`src/rtl/tot_pkg.sv`:
```
// Shared types, codes and constants of the periodic and one-shot timer table.
package tot_pkg;

	localparam int PERIODIC_SLOTS_DEF = 16;
	localparam int ONCE_SLOTS_DEF     = 16;
	localparam int RESULT_LIMIT       = 32;
	localparam int NW                 = $clog2(RESULT_LIMIT + 1);

	localparam logic [1:0] OP_TICK     = 2'd0;
	localparam logic [1:0] OP_ADD_PER  = 2'd1;
	localparam logic [1:0] OP_ADD_ONCE = 2'd2;
	localparam logic [1:0] OP_REMOVE   = 2'd3;

	localparam logic [2:0] ST_FIRED     = 3'd0;
	localparam logic [2:0] ST_ADDED     = 3'd1;
	localparam logic [2:0] ST_REMOVED   = 3'd2;
	localparam logic [2:0] ST_FULL      = 3'd3;
	localparam logic [2:0] ST_NOT_FOUND = 3'd4;

	// Datapath command codes.
	localparam logic [3:0] C_NOP       = 4'd0;
	localparam logic [3:0] C_LOAD      = 4'd1;
	localparam logic [3:0] C_ADD       = 4'd2;
	localparam logic [3:0] C_RD        = 4'd3;
	localparam logic [3:0] C_SUM       = 4'd4;
	localparam logic [3:0] C_FIRE      = 4'd5;
	localparam logic [3:0] C_DIVGO     = 4'd6;
	localparam logic [3:0] C_WRACC     = 4'd7;
	localparam logic [3:0] C_NEXTP     = 4'd8;
	localparam logic [3:0] C_SHINIT    = 4'd9;
	localparam logic [3:0] C_SHRD      = 4'd10;
	localparam logic [3:0] C_SHWR      = 4'd11;
	localparam logic [3:0] C_DEC       = 4'd12;
	localparam logic [3:0] C_NOTF      = 4'd13;
	localparam logic [3:0] C_ONCE_INIT = 4'd14;
	localparam logic [3:0] C_EMIT      = 4'd15;

	typedef struct packed {
		logic [1:0]  operation;
		logic [7:0]  listener_id;
		logic [15:0] event_id;
		logic [31:0] period;
		logic [31:0] elapsed;
	} item_t;

	typedef struct packed {
		logic [2:0]  status;
		logic [7:0]  fired_listener;
		logic [15:0] fired_event;
		logic        last;
	} result_t;

	typedef struct packed {
		logic [7:0]  lsn;
		logic [15:0] evt;
		logic [31:0] per;
		logic [31:0] acc;
	} entry_t;

	typedef struct packed {
		logic [3:0] code;
		logic       tbl;
		logic       flush;
	} cmd_t;

	typedef struct packed {
		logic i_end;
		logic o_zero;
		logic shift_end;
		logic match;
		logic due;
		logic div_done;
		logic out_free;
		logic pend_v;
		logic fire_ok;
	} sts_t;

endpackage

```
`src/rtl/periodic_and_oneshot_timer_table_top.sv`:
```
// Top level of the periodic and one-shot timer table.
// The item channel (item_valid, item_stall, item) carries one operation per
// transaction: tick, add periodic, add one-shot or remove periodic. The result
// channel (result_valid, result_stall, result) returns one transaction per
// add or remove, and one per fired timer on a tick up to 32 of them, the
// final one with last set; a tick where nothing fires returns nothing.
// Items are handled one at a time; item_stall is high while an item is in work.
// An add writes the next free slot of its table, and a remove searches the
// periodic table entry by entry and moves each later entry up. A tick visits
// each entry, runs the bit-serial remainder unit once per due periodic timer,
// and moves the later one-shot entries up after a one-shot fires.
// Results leave through an output register; while the receiver stalls the
// register holds its value and the sequencer waits before its next result.
// Reset empties both tables and the output register at once; no clearing pass.
module periodic_and_oneshot_timer_table_top #(
	parameter int PERIODIC_SLOTS = tot_pkg::PERIODIC_SLOTS_DEF,
	parameter int ONCE_SLOTS     = tot_pkg::ONCE_SLOTS_DEF
) (
	input  logic             clk,
	input  logic             arst_n,
	input  logic             item_valid,
	output logic             item_stall,
	input  tot_pkg::item_t   item,
	output logic             result_valid,
	input  logic             result_stall,
	output tot_pkg::result_t result
);
	tot_pkg::cmd_t cmd;
	tot_pkg::sts_t sts;

	tot_ctrl u_ctrl (
		.clk        (clk),
		.arst_n     (arst_n),
		.item_valid (item_valid),
		.item_op    (item.operation),
		.sts        (sts),
		.item_stall (item_stall),
		.cmd        (cmd)
	);

	tot_dp #(
		.PS (PERIODIC_SLOTS),
		.OS (ONCE_SLOTS)
	) u_dp (
		.clk          (clk),
		.arst_n       (arst_n),
		.cmd          (cmd),
		.item         (item),
		.result_stall (result_stall),
		.result_valid (result_valid),
		.result       (result),
		.sts          (sts)
	);
endmodule

```
`src/rtl/tot_div.sv`:
```
// Restoring divider that yields the 32-bit remainder, one bit per cycle.
module tot_div (
	input  logic        clk,
	input  logic        arst_n,
	input  logic        start,
	input  logic [31:0] dividend,
	input  logic [31:0] divisor,
	output logic        done,
	output logic [31:0] rem
);
	logic [31:0] rem_q, dvd_q;
	logic [4:0]  cnt_q;
	logic        busy_q, done_q;
	logic [32:0] t;

	assign t    = {rem_q, dvd_q[31]};
	assign done = done_q;
	assign rem  = rem_q;

	always_ff @(posedge clk or negedge arst_n) begin
		if (!arst_n) begin
			busy_q <= 1'b0;
			done_q <= 1'b0;
			cnt_q  <= '0;
		end else begin
			done_q <= 1'b0;
			if (start) begin
				busy_q <= 1'b1;
				cnt_q  <= '0;
			end else if (busy_q) begin
				cnt_q <= cnt_q + 5'd1;
				if (cnt_q == 5'd31) begin
					busy_q <= 1'b0;
					done_q <= 1'b1;
				end
			end
		end
	end

	always_ff @(posedge clk) begin
		if (start) begin
			rem_q <= '0;
			dvd_q <= dividend;
		end else if (busy_q) begin
			dvd_q <= {dvd_q[30:0], 1'b0};
			if (t >= {1'b0, divisor}) begin
				rem_q <= 32'(t - {1'b0, divisor});
			end else begin
				rem_q <= t[31:0];
			end
		end
	end
endmodule

```
`src/rtl/tot_dp.sv`:
```
// Datapath: both timer tables, counts, result staging and the output register.
module tot_dp #(
	parameter int PS = tot_pkg::PERIODIC_SLOTS_DEF,
	parameter int OS = tot_pkg::ONCE_SLOTS_DEF
) (
	input  logic             clk,
	input  logic             arst_n,
	input  tot_pkg::cmd_t    cmd,
	input  tot_pkg::item_t   item,
	input  logic             result_stall,
	output logic             result_valid,
	output tot_pkg::result_t result,
	output tot_pkg::sts_t    sts
);
	localparam int MAXS = (PS > OS) ? PS : OS;
	localparam int IW   = $clog2(MAXS + 1);
	localparam int APW  = (PS > 1) ? $clog2(PS) : 1;
	localparam int AOW  = (OS > 1) ? $clog2(OS) : 1;

	tot_pkg::entry_t pmem [PS];
	tot_pkg::entry_t omem [OS];
	tot_pkg::entry_t rdp_q, rdo_q, rd, wd;

	logic [7:0]  lis_q;
	logic [15:0] ev_q;
	logic [31:0] per_q, el_q, acc_q, wacc, div_rem;
	logic [2:0]  st_q;
	logic [IW-1:0] pcnt_q, ocnt_q, idx_q, j_q, cnt, base, addr;
	logic [7:0]  pend_lsn_q;
	logic [15:0] pend_evt_q;
	logic        pend_v_q, out_v_q, div_done, we, full, n_full, out_free, push;
	logic [tot_pkg::NW-1:0] n_q;
	logic [32:0] s;
	tot_pkg::result_t out_q, push_data;

	assign rd   = cmd.tbl ? rdo_q : rdp_q;
	assign cnt  = cmd.tbl ? ocnt_q : pcnt_q;
	assign base = cmd.tbl ? idx_q - IW'(1) : idx_q;
	assign full = cmd.tbl ? (ocnt_q == IW'(OS)) : (pcnt_q == IW'(PS));
	assign s    = {1'b0, rd.acc} + {1'b0, el_q};
	assign n_full   = (n_q == tot_pkg::NW'(tot_pkg::RESULT_LIMIT));
	assign out_free = !out_v_q || !result_stall;

	always_comb begin
		case (cmd.code)
			tot_pkg::C_ADD:  addr = cnt;
			tot_pkg::C_SHRD: addr = j_q + IW'(1);
			tot_pkg::C_SHWR: addr = j_q;
			default:         addr = base;
		endcase
	end

	assign wacc = (acc_q < rd.per) ? acc_q : ((rd.per == 32'd0) ? 32'd0 : div_rem);

	always_comb begin
		we = 1'b0;
		wd = rd;
		case (cmd.code)
			tot_pkg::C_ADD: begin
				we = !full;
				wd = '{lsn: lis_q, evt: ev_q, per: per_q, acc: 32'd0};
			end
			tot_pkg::C_SHWR: we = 1'b1;
			tot_pkg::C_WRACC: begin
				we = 1'b1;
				wd = '{lsn: rd.lsn, evt: rd.evt, per: rd.per, acc: wacc};
			end
			default: we = 1'b0;
		endcase
	end

	always_ff @(posedge clk) begin
		if (we && !cmd.tbl) pmem[addr[APW-1:0]] <= wd;
		if (we && cmd.tbl)  omem[addr[AOW-1:0]] <= wd;
		if ((cmd.code == tot_pkg::C_RD || cmd.code == tot_pkg::C_SHRD) && !cmd.tbl)
			rdp_q <= pmem[addr[APW-1:0]];
		if ((cmd.code == tot_pkg::C_RD || cmd.code == tot_pkg::C_SHRD) && cmd.tbl)
			rdo_q <= omem[addr[AOW-1:0]];
	end

	tot_div u_div (
		.clk      (clk),
		.arst_n   (arst_n),
		.start    (cmd.code == tot_pkg::C_DIVGO),
		.dividend (acc_q),
		.divisor  (rd.per),
		.done     (div_done),
		.rem      (div_rem)
	);

	// A fired entry is held back one step so that the final one can carry last.
	always_comb begin
		push = 1'b0;
		push_data = '{status: st_q, fired_listener: lis_q, fired_event: ev_q, last: 1'b1};
		if (cmd.code == tot_pkg::C_EMIT && cmd.flush) begin
			push = 1'b1;
			push_data = '{status: tot_pkg::ST_FIRED, fired_listener: pend_lsn_q,
				fired_event: pend_evt_q, last: 1'b1};
		end else if (cmd.code == tot_pkg::C_EMIT) begin
			push = 1'b1;
		end else if (cmd.code == tot_pkg::C_FIRE && !n_full && pend_v_q) begin
			push = 1'b1;
			push_data = '{status: tot_pkg::ST_FIRED, fired_listener: pend_lsn_q,
				fired_event: pend_evt_q, last: 1'b0};
		end
	end

	always_ff @(posedge clk or negedge arst_n) begin
		if (!arst_n) begin
			pcnt_q   <= '0;
			ocnt_q   <= '0;
			idx_q    <= '0;
			j_q      <= '0;
			n_q      <= '0;
			pend_v_q <= 1'b0;
			out_v_q  <= 1'b0;
		end else begin
			if (push) begin
				out_v_q <= 1'b1;
			end else if (!result_stall) begin
				out_v_q <= 1'b0;
			end
			case (cmd.code)
				tot_pkg::C_LOAD: begin
					idx_q    <= '0;
					n_q      <= '0;
					pend_v_q <= 1'b0;
				end
				tot_pkg::C_ADD: begin
					if (!full && !cmd.tbl) pcnt_q <= pcnt_q + IW'(1);
					if (!full && cmd.tbl)  ocnt_q <= ocnt_q + IW'(1);
				end
				tot_pkg::C_FIRE: begin
					if (!n_full) begin
						pend_v_q <= 1'b1;
						n_q      <= n_q + tot_pkg::NW'(1);
					end
				end
				tot_pkg::C_WRACC: idx_q <= cmd.tbl ? idx_q - IW'(1) : idx_q + IW'(1);
				tot_pkg::C_NEXTP: idx_q <= idx_q + IW'(1);
				tot_pkg::C_SHINIT: j_q <= base;
				tot_pkg::C_SHWR: j_q <= j_q + IW'(1);
				tot_pkg::C_DEC: begin
					if (cmd.tbl) begin
						ocnt_q <= ocnt_q - IW'(1);
						idx_q  <= idx_q - IW'(1);
					end else begin
						pcnt_q <= pcnt_q - IW'(1);
					end
				end
				tot_pkg::C_ONCE_INIT: idx_q <= ocnt_q;
				tot_pkg::C_EMIT: if (cmd.flush) pend_v_q <= 1'b0;
				default: ;
			endcase
		end
	end

	always_ff @(posedge clk) begin
		if (push) out_q <= push_data;
		case (cmd.code)
			tot_pkg::C_LOAD: begin
				lis_q <= item.listener_id;
				ev_q  <= item.event_id;
				per_q <= item.period;
				el_q  <= item.elapsed;
			end
			tot_pkg::C_ADD: st_q <= full ? tot_pkg::ST_FULL : tot_pkg::ST_ADDED;
			tot_pkg::C_SUM: acc_q <= s[32] ? 32'hFFFF_FFFF : s[31:0];
			tot_pkg::C_FIRE: begin
				// Firings past the result limit are not reported, so the pending one stays.
				if (!n_full) begin
					pend_lsn_q <= rd.lsn;
					pend_evt_q <= rd.evt;
				end
			end
			tot_pkg::C_DEC:  st_q <= tot_pkg::ST_REMOVED;
			tot_pkg::C_NOTF: st_q <= tot_pkg::ST_NOT_FOUND;
			default: ;
		endcase
	end

	assign result_valid = out_v_q;
	assign result       = out_q;

	always_comb begin
		sts.i_end     = (idx_q >= pcnt_q);
		sts.o_zero    = (idx_q == '0);
		sts.shift_end = ({1'b0, j_q} + {{IW{1'b0}}, 1'b1}) >= {1'b0, cnt};
		sts.match     = (rd.lsn == lis_q) && (rd.evt == ev_q);
		sts.due       = (acc_q >= rd.per);
		sts.div_done  = div_done;
		sts.out_free  = out_free;
		sts.pend_v    = pend_v_q;
		sts.fire_ok   = n_full || !pend_v_q || out_free;
	end
endmodule

```
`src/rtl/tot_ctrl.sv`:
```
// Controller: sequences each operation over the datapath, one entry at a time.
module tot_ctrl (
	input  logic          clk,
	input  logic          arst_n,
	input  logic          item_valid,
	input  logic [1:0]    item_op,
	input  tot_pkg::sts_t sts,
	output logic          item_stall,
	output tot_pkg::cmd_t cmd
);
	localparam logic [4:0] S_IDLE  = 5'd0;
	localparam logic [4:0] S_ADD   = 5'd1;
	localparam logic [4:0] S_EMIT  = 5'd2;
	localparam logic [4:0] S_RRD   = 5'd3;
	localparam logic [4:0] S_RCMP  = 5'd4;
	localparam logic [4:0] S_SHRD  = 5'd5;
	localparam logic [4:0] S_SHWR  = 5'd6;
	localparam logic [4:0] S_PRD   = 5'd7;
	localparam logic [4:0] S_PSUM  = 5'd8;
	localparam logic [4:0] S_PCHK  = 5'd9;
	localparam logic [4:0] S_PFIRE = 5'd10;
	localparam logic [4:0] S_PDIV  = 5'd11;
	localparam logic [4:0] S_PWAIT = 5'd12;
	localparam logic [4:0] S_ORD   = 5'd13;
	localparam logic [4:0] S_OSUM  = 5'd14;
	localparam logic [4:0] S_OCHK  = 5'd15;
	localparam logic [4:0] S_OFIRE = 5'd16;
	localparam logic [4:0] S_OSHI  = 5'd17;
	localparam logic [4:0] S_FLUSH = 5'd18;

	logic [4:0] state_q, state_d;
	logic       tbl_q, tbl_d;

	assign item_stall = (state_q != S_IDLE);

	always_comb begin
		state_d   = state_q;
		tbl_d     = tbl_q;
		cmd.code  = tot_pkg::C_NOP;
		cmd.tbl   = tbl_q;
		cmd.flush = 1'b0;
		case (state_q)
			S_IDLE: begin
				if (item_valid) begin
					cmd.code = tot_pkg::C_LOAD;
					tbl_d    = (item_op == tot_pkg::OP_ADD_ONCE);
					case (item_op)
						tot_pkg::OP_TICK:   state_d = S_PRD;
						tot_pkg::OP_REMOVE: state_d = S_RRD;
						default:            state_d = S_ADD;
					endcase
				end
			end
			S_ADD: begin
				cmd.code = tot_pkg::C_ADD;
				state_d  = S_EMIT;
			end
			S_EMIT: begin
				if (sts.out_free) begin
					cmd.code = tot_pkg::C_EMIT;
					state_d  = S_IDLE;
				end
			end
			S_RRD: begin
				if (sts.i_end) begin
					cmd.code = tot_pkg::C_NOTF;
					state_d  = S_EMIT;
				end else begin
					cmd.code = tot_pkg::C_RD;
					state_d  = S_RCMP;
				end
			end
			S_RCMP: begin
				if (sts.match) begin
					cmd.code = tot_pkg::C_SHINIT;
					state_d  = S_SHRD;
				end else begin
					cmd.code = tot_pkg::C_NEXTP;
					state_d  = S_RRD;
				end
			end
			S_SHRD: begin
				if (sts.shift_end) begin
					cmd.code = tot_pkg::C_DEC;
					state_d  = tbl_q ? S_ORD : S_EMIT;
				end else begin
					cmd.code = tot_pkg::C_SHRD;
					state_d  = S_SHWR;
				end
			end
			S_SHWR: begin
				cmd.code = tot_pkg::C_SHWR;
				state_d  = S_SHRD;
			end
			S_PRD: begin
				if (sts.i_end) begin
					cmd.code = tot_pkg::C_ONCE_INIT;
					tbl_d    = 1'b1;
					state_d  = S_ORD;
				end else begin
					cmd.code = tot_pkg::C_RD;
					state_d  = S_PSUM;
				end
			end
			S_PSUM: begin
				cmd.code = tot_pkg::C_SUM;
				state_d  = S_PCHK;
			end
			S_PCHK: begin
				if (sts.due) begin
					state_d = S_PFIRE;
				end else begin
					cmd.code = tot_pkg::C_WRACC;
					state_d  = S_PRD;
				end
			end
			S_PFIRE: begin
				if (sts.fire_ok) begin
					cmd.code = tot_pkg::C_FIRE;
					state_d  = S_PDIV;
				end
			end
			S_PDIV: begin
				cmd.code = tot_pkg::C_DIVGO;
				state_d  = S_PWAIT;
			end
			S_PWAIT: begin
				if (sts.div_done) begin
					cmd.code = tot_pkg::C_WRACC;
					state_d  = S_PRD;
				end
			end
			S_ORD: begin
				if (sts.o_zero) begin
					state_d = sts.pend_v ? S_FLUSH : S_IDLE;
				end else begin
					cmd.code = tot_pkg::C_RD;
					state_d  = S_OSUM;
				end
			end
			S_OSUM: begin
				cmd.code = tot_pkg::C_SUM;
				state_d  = S_OCHK;
			end
			S_OCHK: begin
				if (sts.due) begin
					state_d = S_OFIRE;
				end else begin
					cmd.code = tot_pkg::C_WRACC;
					state_d  = S_ORD;
				end
			end
			S_OFIRE: begin
				if (sts.fire_ok) begin
					cmd.code = tot_pkg::C_FIRE;
					state_d  = S_OSHI;
				end
			end
			S_OSHI: begin
				cmd.code = tot_pkg::C_SHINIT;
				state_d  = S_SHRD;
			end
			S_FLUSH: begin
				if (sts.out_free) begin
					cmd.code  = tot_pkg::C_EMIT;
					cmd.flush = 1'b1;
					state_d   = S_IDLE;
				end
			end
			default: state_d = S_IDLE;
		endcase
	end

	always_ff @(posedge clk or negedge arst_n) begin
		if (!arst_n) begin
			state_q <= S_IDLE;
			tbl_q   <= 1'b0;
		end else begin
			state_q <= state_d;
			tbl_q   <= tbl_d;
		end
	end
endmodule
```
`config.mk`:
```
export PLATFORM = sky130hd
export DESIGN_NAME = periodic_and_oneshot_timer_table_top
export DESIGN_NICKNAME = d
export VERILOG_FILES = /design/src/rtl/tot_pkg.sv /design/src/rtl/periodic_and_oneshot_timer_table_top.sv /design/src/rtl/tot_div.sv /design/src/rtl/tot_dp.sv /design/src/rtl/tot_ctrl.sv
export SDC_FILE = /design/constraint.sdc
export NUM_CORES = 2
export LEC_CHECK = 0
export BUFFER_PORTS_ARGS = -buffer_cell sky130_fd_sc_hd__buf_2
export CORE_UTILIZATION = 30
export CTS_BUF_LIST = sky130_fd_sc_hd__clkbuf_16
export CTS_CLUSTER_SIZE = 20
export DETAILED_ROUTE_END_ITERATION = 16
export GPL_ROUTABILITY_DRIVEN = 0
export HOLD_SLACK_MARGIN = 0.02
export PLACE_DENSITY_LB_ADDON = 0.12
export SYNTH_ARGS = -nofsm -noshare
export SYNTH_HDL_FRONTEND = slang
export SYNTH_SLANG_ARGS = --single-unit
export TNS_END_PERCENT = 30
```
`constraint.sdc`:
```
create_clock -name clk -period 21 [get_ports clk]
set_input_delay 1.05 -clock clk [delete_from_list [all_inputs] [get_ports clk]]
set_output_delay 1.05 -clock clk [all_outputs]
set_load 0.02 [all_outputs]
```
==> impl_metrics.tcl <==
set metrics [dict create \
    final.setup.worst_slack_ns 11.13 \
    crit_arrival_ns 10.46 \
    start_util_pct 30.2 \
    crit_fanout 35 \
    clockBufferDepth 4 \
    dp.cells 15600 \
    yosys.area_share.simple_pct 13.4 \
    drtIter0Drc 9047 \
    antenna_left 0 \
    cts_root_buf "clkbuf_16" \
    clk_pin_slew_ns 0.06 \
    crit_path_end_kind "register" \
    num-fill-cells 42800 \
    clk-insertion-delay-late_ns 0.99 \
    die_area_um2 449000 \
    clock_skew_ns 0.0536 \
    grt-ovfl-total 0 \
    cts.sinks 3272 \
    ys_seq_area_share_pct 73.0 \
    ios 124 \
    min_period_ns 9.87 \
    synth_seq_cells 3272 \
    hold_depth 1 \
    grtUsageTotal_pct 20.1 \
    maxCapViolations 0 \
    cp.required_ns 21.59 \
    hpwl_um 258000 \
    drt-total-wl_um 466000 \
    first_pass_iters 6 \
    hold_path_startpoint "item[43]" \
    synth-compound-area-share_pct 4.64 \
    yosys_warnings 0 \
    crit_top_cell "buf_4" \
    core.rowCount 244 \
    drive_above_1_share_pct 11.1 \
    pre_cts_ws_ns 10.90 \
    drcViolationCount 0 \
    hold_path_end "u_dp.per_q[11]" \
    crit_path_start_kind "register" \
    cts_tree "yes" \
    avgRoutedWirePerCell_um 28.6 \
    postSynthCellCount 9892 \
    finish.net_count 10300 \
    rr_worst_depth 18 \
    r2r_setup_slack_ns 11.13 \
    hold_path_class "primary input to register" \
    synth-async-reset-ratio_pct 1.25 \
    synth_top_family_by_area "simple AND/OR/NAND/NOR gates" \
    grt_max_degree 138 \
    crit_chain "buf_4 > buf_4 > buf_4 > mux2i_1 > ha_1 > nand4_1 > nor3_1 > nand3_1 > or4b_1 > nor3_2 > buf_4 > a21oi_2 > nor3_4 > buf_4 > o311ai_4 > nor2_4 > buf_4 > buf_4" \
    status "completed" \
    rsz0062_at_grt "no" \
    regToRegStartpoint "u_ctrl.tbl_q" \
    area_growth_pct 15.3 \
    antenna_found_initial 30 \
    slowest_stage "nor2_4" \
    syn-num-nets 10100 \
    synthAdderAreaFrac_pct 1.21 \
    synth_enable_flop_cells 3199 \
    cp_num_buf_inv 7 \
    ys_types 92 \
    grt_pass1_vias 82000 \
    postLayoutCellArea_um2 154000 \
    cts_hold_buf 0 \
    setup_violations 0 \
    fmax_mhz 101 \
    instances_no_fill 16300 \
    crit_type "register to register" \
    fin_tns_setup_ns 0 \
    placed_cell_area_um2 142000 \
    synth_flop_cell "edfxtp_1" \
    maxSlewViolCount 0 \
    max_slew_margin_pct 13.1 \
    yosys-mux-area-fraction_pct 5.10 \
    grt_pass1_wl_um 651000 \
    hold_viol_final 0 \
    critPathMaxStageDelay_ns 0.83 \
    post_cts.repair.setup_buffers 0 \
    synth-xor-area-share_pct 0.576 \
    worst_pin_slew_ns 1.30 \
    portBuffers 123 \
    fp.dieW_um 670 \
    vias_per_cell 5.16 \
    crit-reg2reg-capture "u_dp.pmem[8][49]" \
    cts_max_level 5 \
    dieHeight_um 670 \
    syn-cell-area_um2 134000 \
    period_share_pct 47.0 \
    avgSynthCellArea_um2 13.5 \
    critical_path_depth 18 \
    core_um2 443000 \
    num_vias 84000 \
    path_delay_family "buffers and inverters" \
    cts_made_buffers 369 \
    post_cts_resized 0 \
]
==> state kept, by name, summed over array words and instances, names as in the netlist, 3 cells and up <==
register / flops
u_dp.omem: 1408
u_dp.pmem: 1408
u_dp.rdo_q: 88
u_dp.rdp_q: 88
u_dp.acc_q: 32
u_dp.el_q: 32
u_dp.per_q: 32
u_dp.u_div.dvd_q: 32
u_dp.u_div.rem: 32
u_dp.result: 28
u_dp.ev_q: 16
u_dp.pend_evt_q: 16
u_dp.lis_q: 8
u_dp.pend_lsn_q: 8
u_dp.n_q: 6
u_ctrl.state_q: 5
u_dp.idx_q: 5
u_dp.j_q: 5
u_dp.ocnt_q: 5
u_dp.pcnt_q: 5
u_dp.u_div.cnt_q: 5
u_dp.st_q: 3
==> area by class of cell <==
type,count,area (um2),area share [%]
Antenna cell,6,15.0,0.00973
Clock buffer,371,9280,6.01
Clock inverter,306,2510,1.63
Inverter,64,245,0.159
Multi-Input combinational cell,5976,34300,22.2
Sequential cell,3272,97700,63.3
Tap cell,5904,7390,4.79
Timing Repair Buffer,390,2860,1.85
==> per-layer routing <==
metal	vias to the layer above	part of all wire, %	GRT usage (%)
li1	37000	-	-
met1	43700	46	29.3
met2	2746	46	32.0
met3	522	5.7	2.59
met4	6	2.1	4.34
met5	-	0.0088	0
==> through the flow <==
step                utilization (%)  hold slack, ns
floorplan                         -           0.462
global placement               32.2           0.493
detailed placement             32.2           0.492
CTS                            34.8           0.145
global route                   34.8           0.196
finish                         34.8           0.231
==> worst max-delay path by stage <==
| stage | from | endpoint | slack, ns |
|---|---|---|---|
| 4_1_cts | u_ctrl.tbl_q | u_dp.pmem[8][35] | 10.84 |
| 5_1_grt | u_ctrl.tbl_q | u_dp.pmem[8][52] | 10.82 |
| 6_report | u_ctrl.tbl_q | u_dp.pmem[8][49] | 11.13 |
| 3_5_place_dp | u_ctrl.tbl_q | u_dp.pmem[8][49] | 10.90 |
| 3_3_place_gp | u_ctrl.tbl_q | u_dp.pmem[8][49] | 11.13 |
| 2_1_floorplan | u_ctrl.tbl_q | u_dp.pmem[4][0] | 12.60 |
==> layout by cell type, fill, tap and decap left out, types with 36 or more instances in the layout <==
master and count:
a32oi_1 178, clkinv_1 102, inv_1 114, buf_2 123, xnor2_1 43, dfrtp_1 39
clkbuf_16 371, nor2_1 194, buf_4 248, mux2i_1 585, nand2_1 2712, o21ai_0 92
nand3_1 1126, ha_1 123, o221ai_1 178, mux2_2 81, xor2_1 44, a21oi_1 127
clkinv_2 80, edfxtp_1 3199, nor2_4 36
==> logic make-up (layout without fill, tap and decap cells) <==
family / after synthesis / in the layout
XOR/XNOR: 88 / 88
multiplexers: 670 / 670
flip-flops: 3272 / 3272
AND/OR/NAND/NOR: 4259 / 4259
adder cells (fa/ha/maj): 127 / 127
buffers and inverters: 644 / 1131
other: 0 / 6
AO/OA/AOI/OAI: 832 / 832
==> worst reg2reg max path, stage by stage (launching register included) <==
cell and delay, ns:
dfrtp_4 0.72, buf_4 0.65, buf_4 0.70, buf_4 0.64
mux2i_1 0.73, ha_1 0.38, nand4_1 0.12, nor3_1 0.10
nand3_1 0.11, or4b_1 0.47, nor3_2 0.75, buf_4 0.30
a21oi_2 0.06, nor3_4 0.18, buf_4 0.59, o311ai_4 0.43
nor2_4 0.83, buf_4 0.84, buf_4 0.82
==> cells in the mapped netlist (6+ instances only) <==
library cell	n	area, um2
edfxtp_1	3199	96100
nand2_1	2717	10200
nand3_1	1126	5640
mux2i_1	585	5860
clkbuf_1	283	1060
buf_2	235	1180
nor2_1	232	871
a32oi_1	178	1560
o221ai_1	178	1560
a21oi_1	154	771
ha_1	123	1540
o21ai_0	92	460
mux2_2	81	912
inv_1	60	225
a31oi_1	48	300
xor2_1	45	394
xnor2_1	43	377
dfrtp_1	41	1030
buf_1	39	146
dfxtp_1	32	641
nor3_1	30	150
a21o_1	29	218
nand4_1	29	181
and3_1	26	163
o21a_1	24	180
a211oi_1	21	158
nand2b_1	16	100
nor2b_1	16	100
buf_4	15	113
a21boi_0	12	90.1
nor4_1	11	68.8
or3_1	11	68.8
and2_1	9	56.3
o211ai_1	9	67.6
buf_6	8	90.1
a221o_1	6	60.1
o2111ai_1	6	52.6
Power is not shown: default switching activity piles up to over one toggle a cycle in this logic, so the estimate is an artifact.
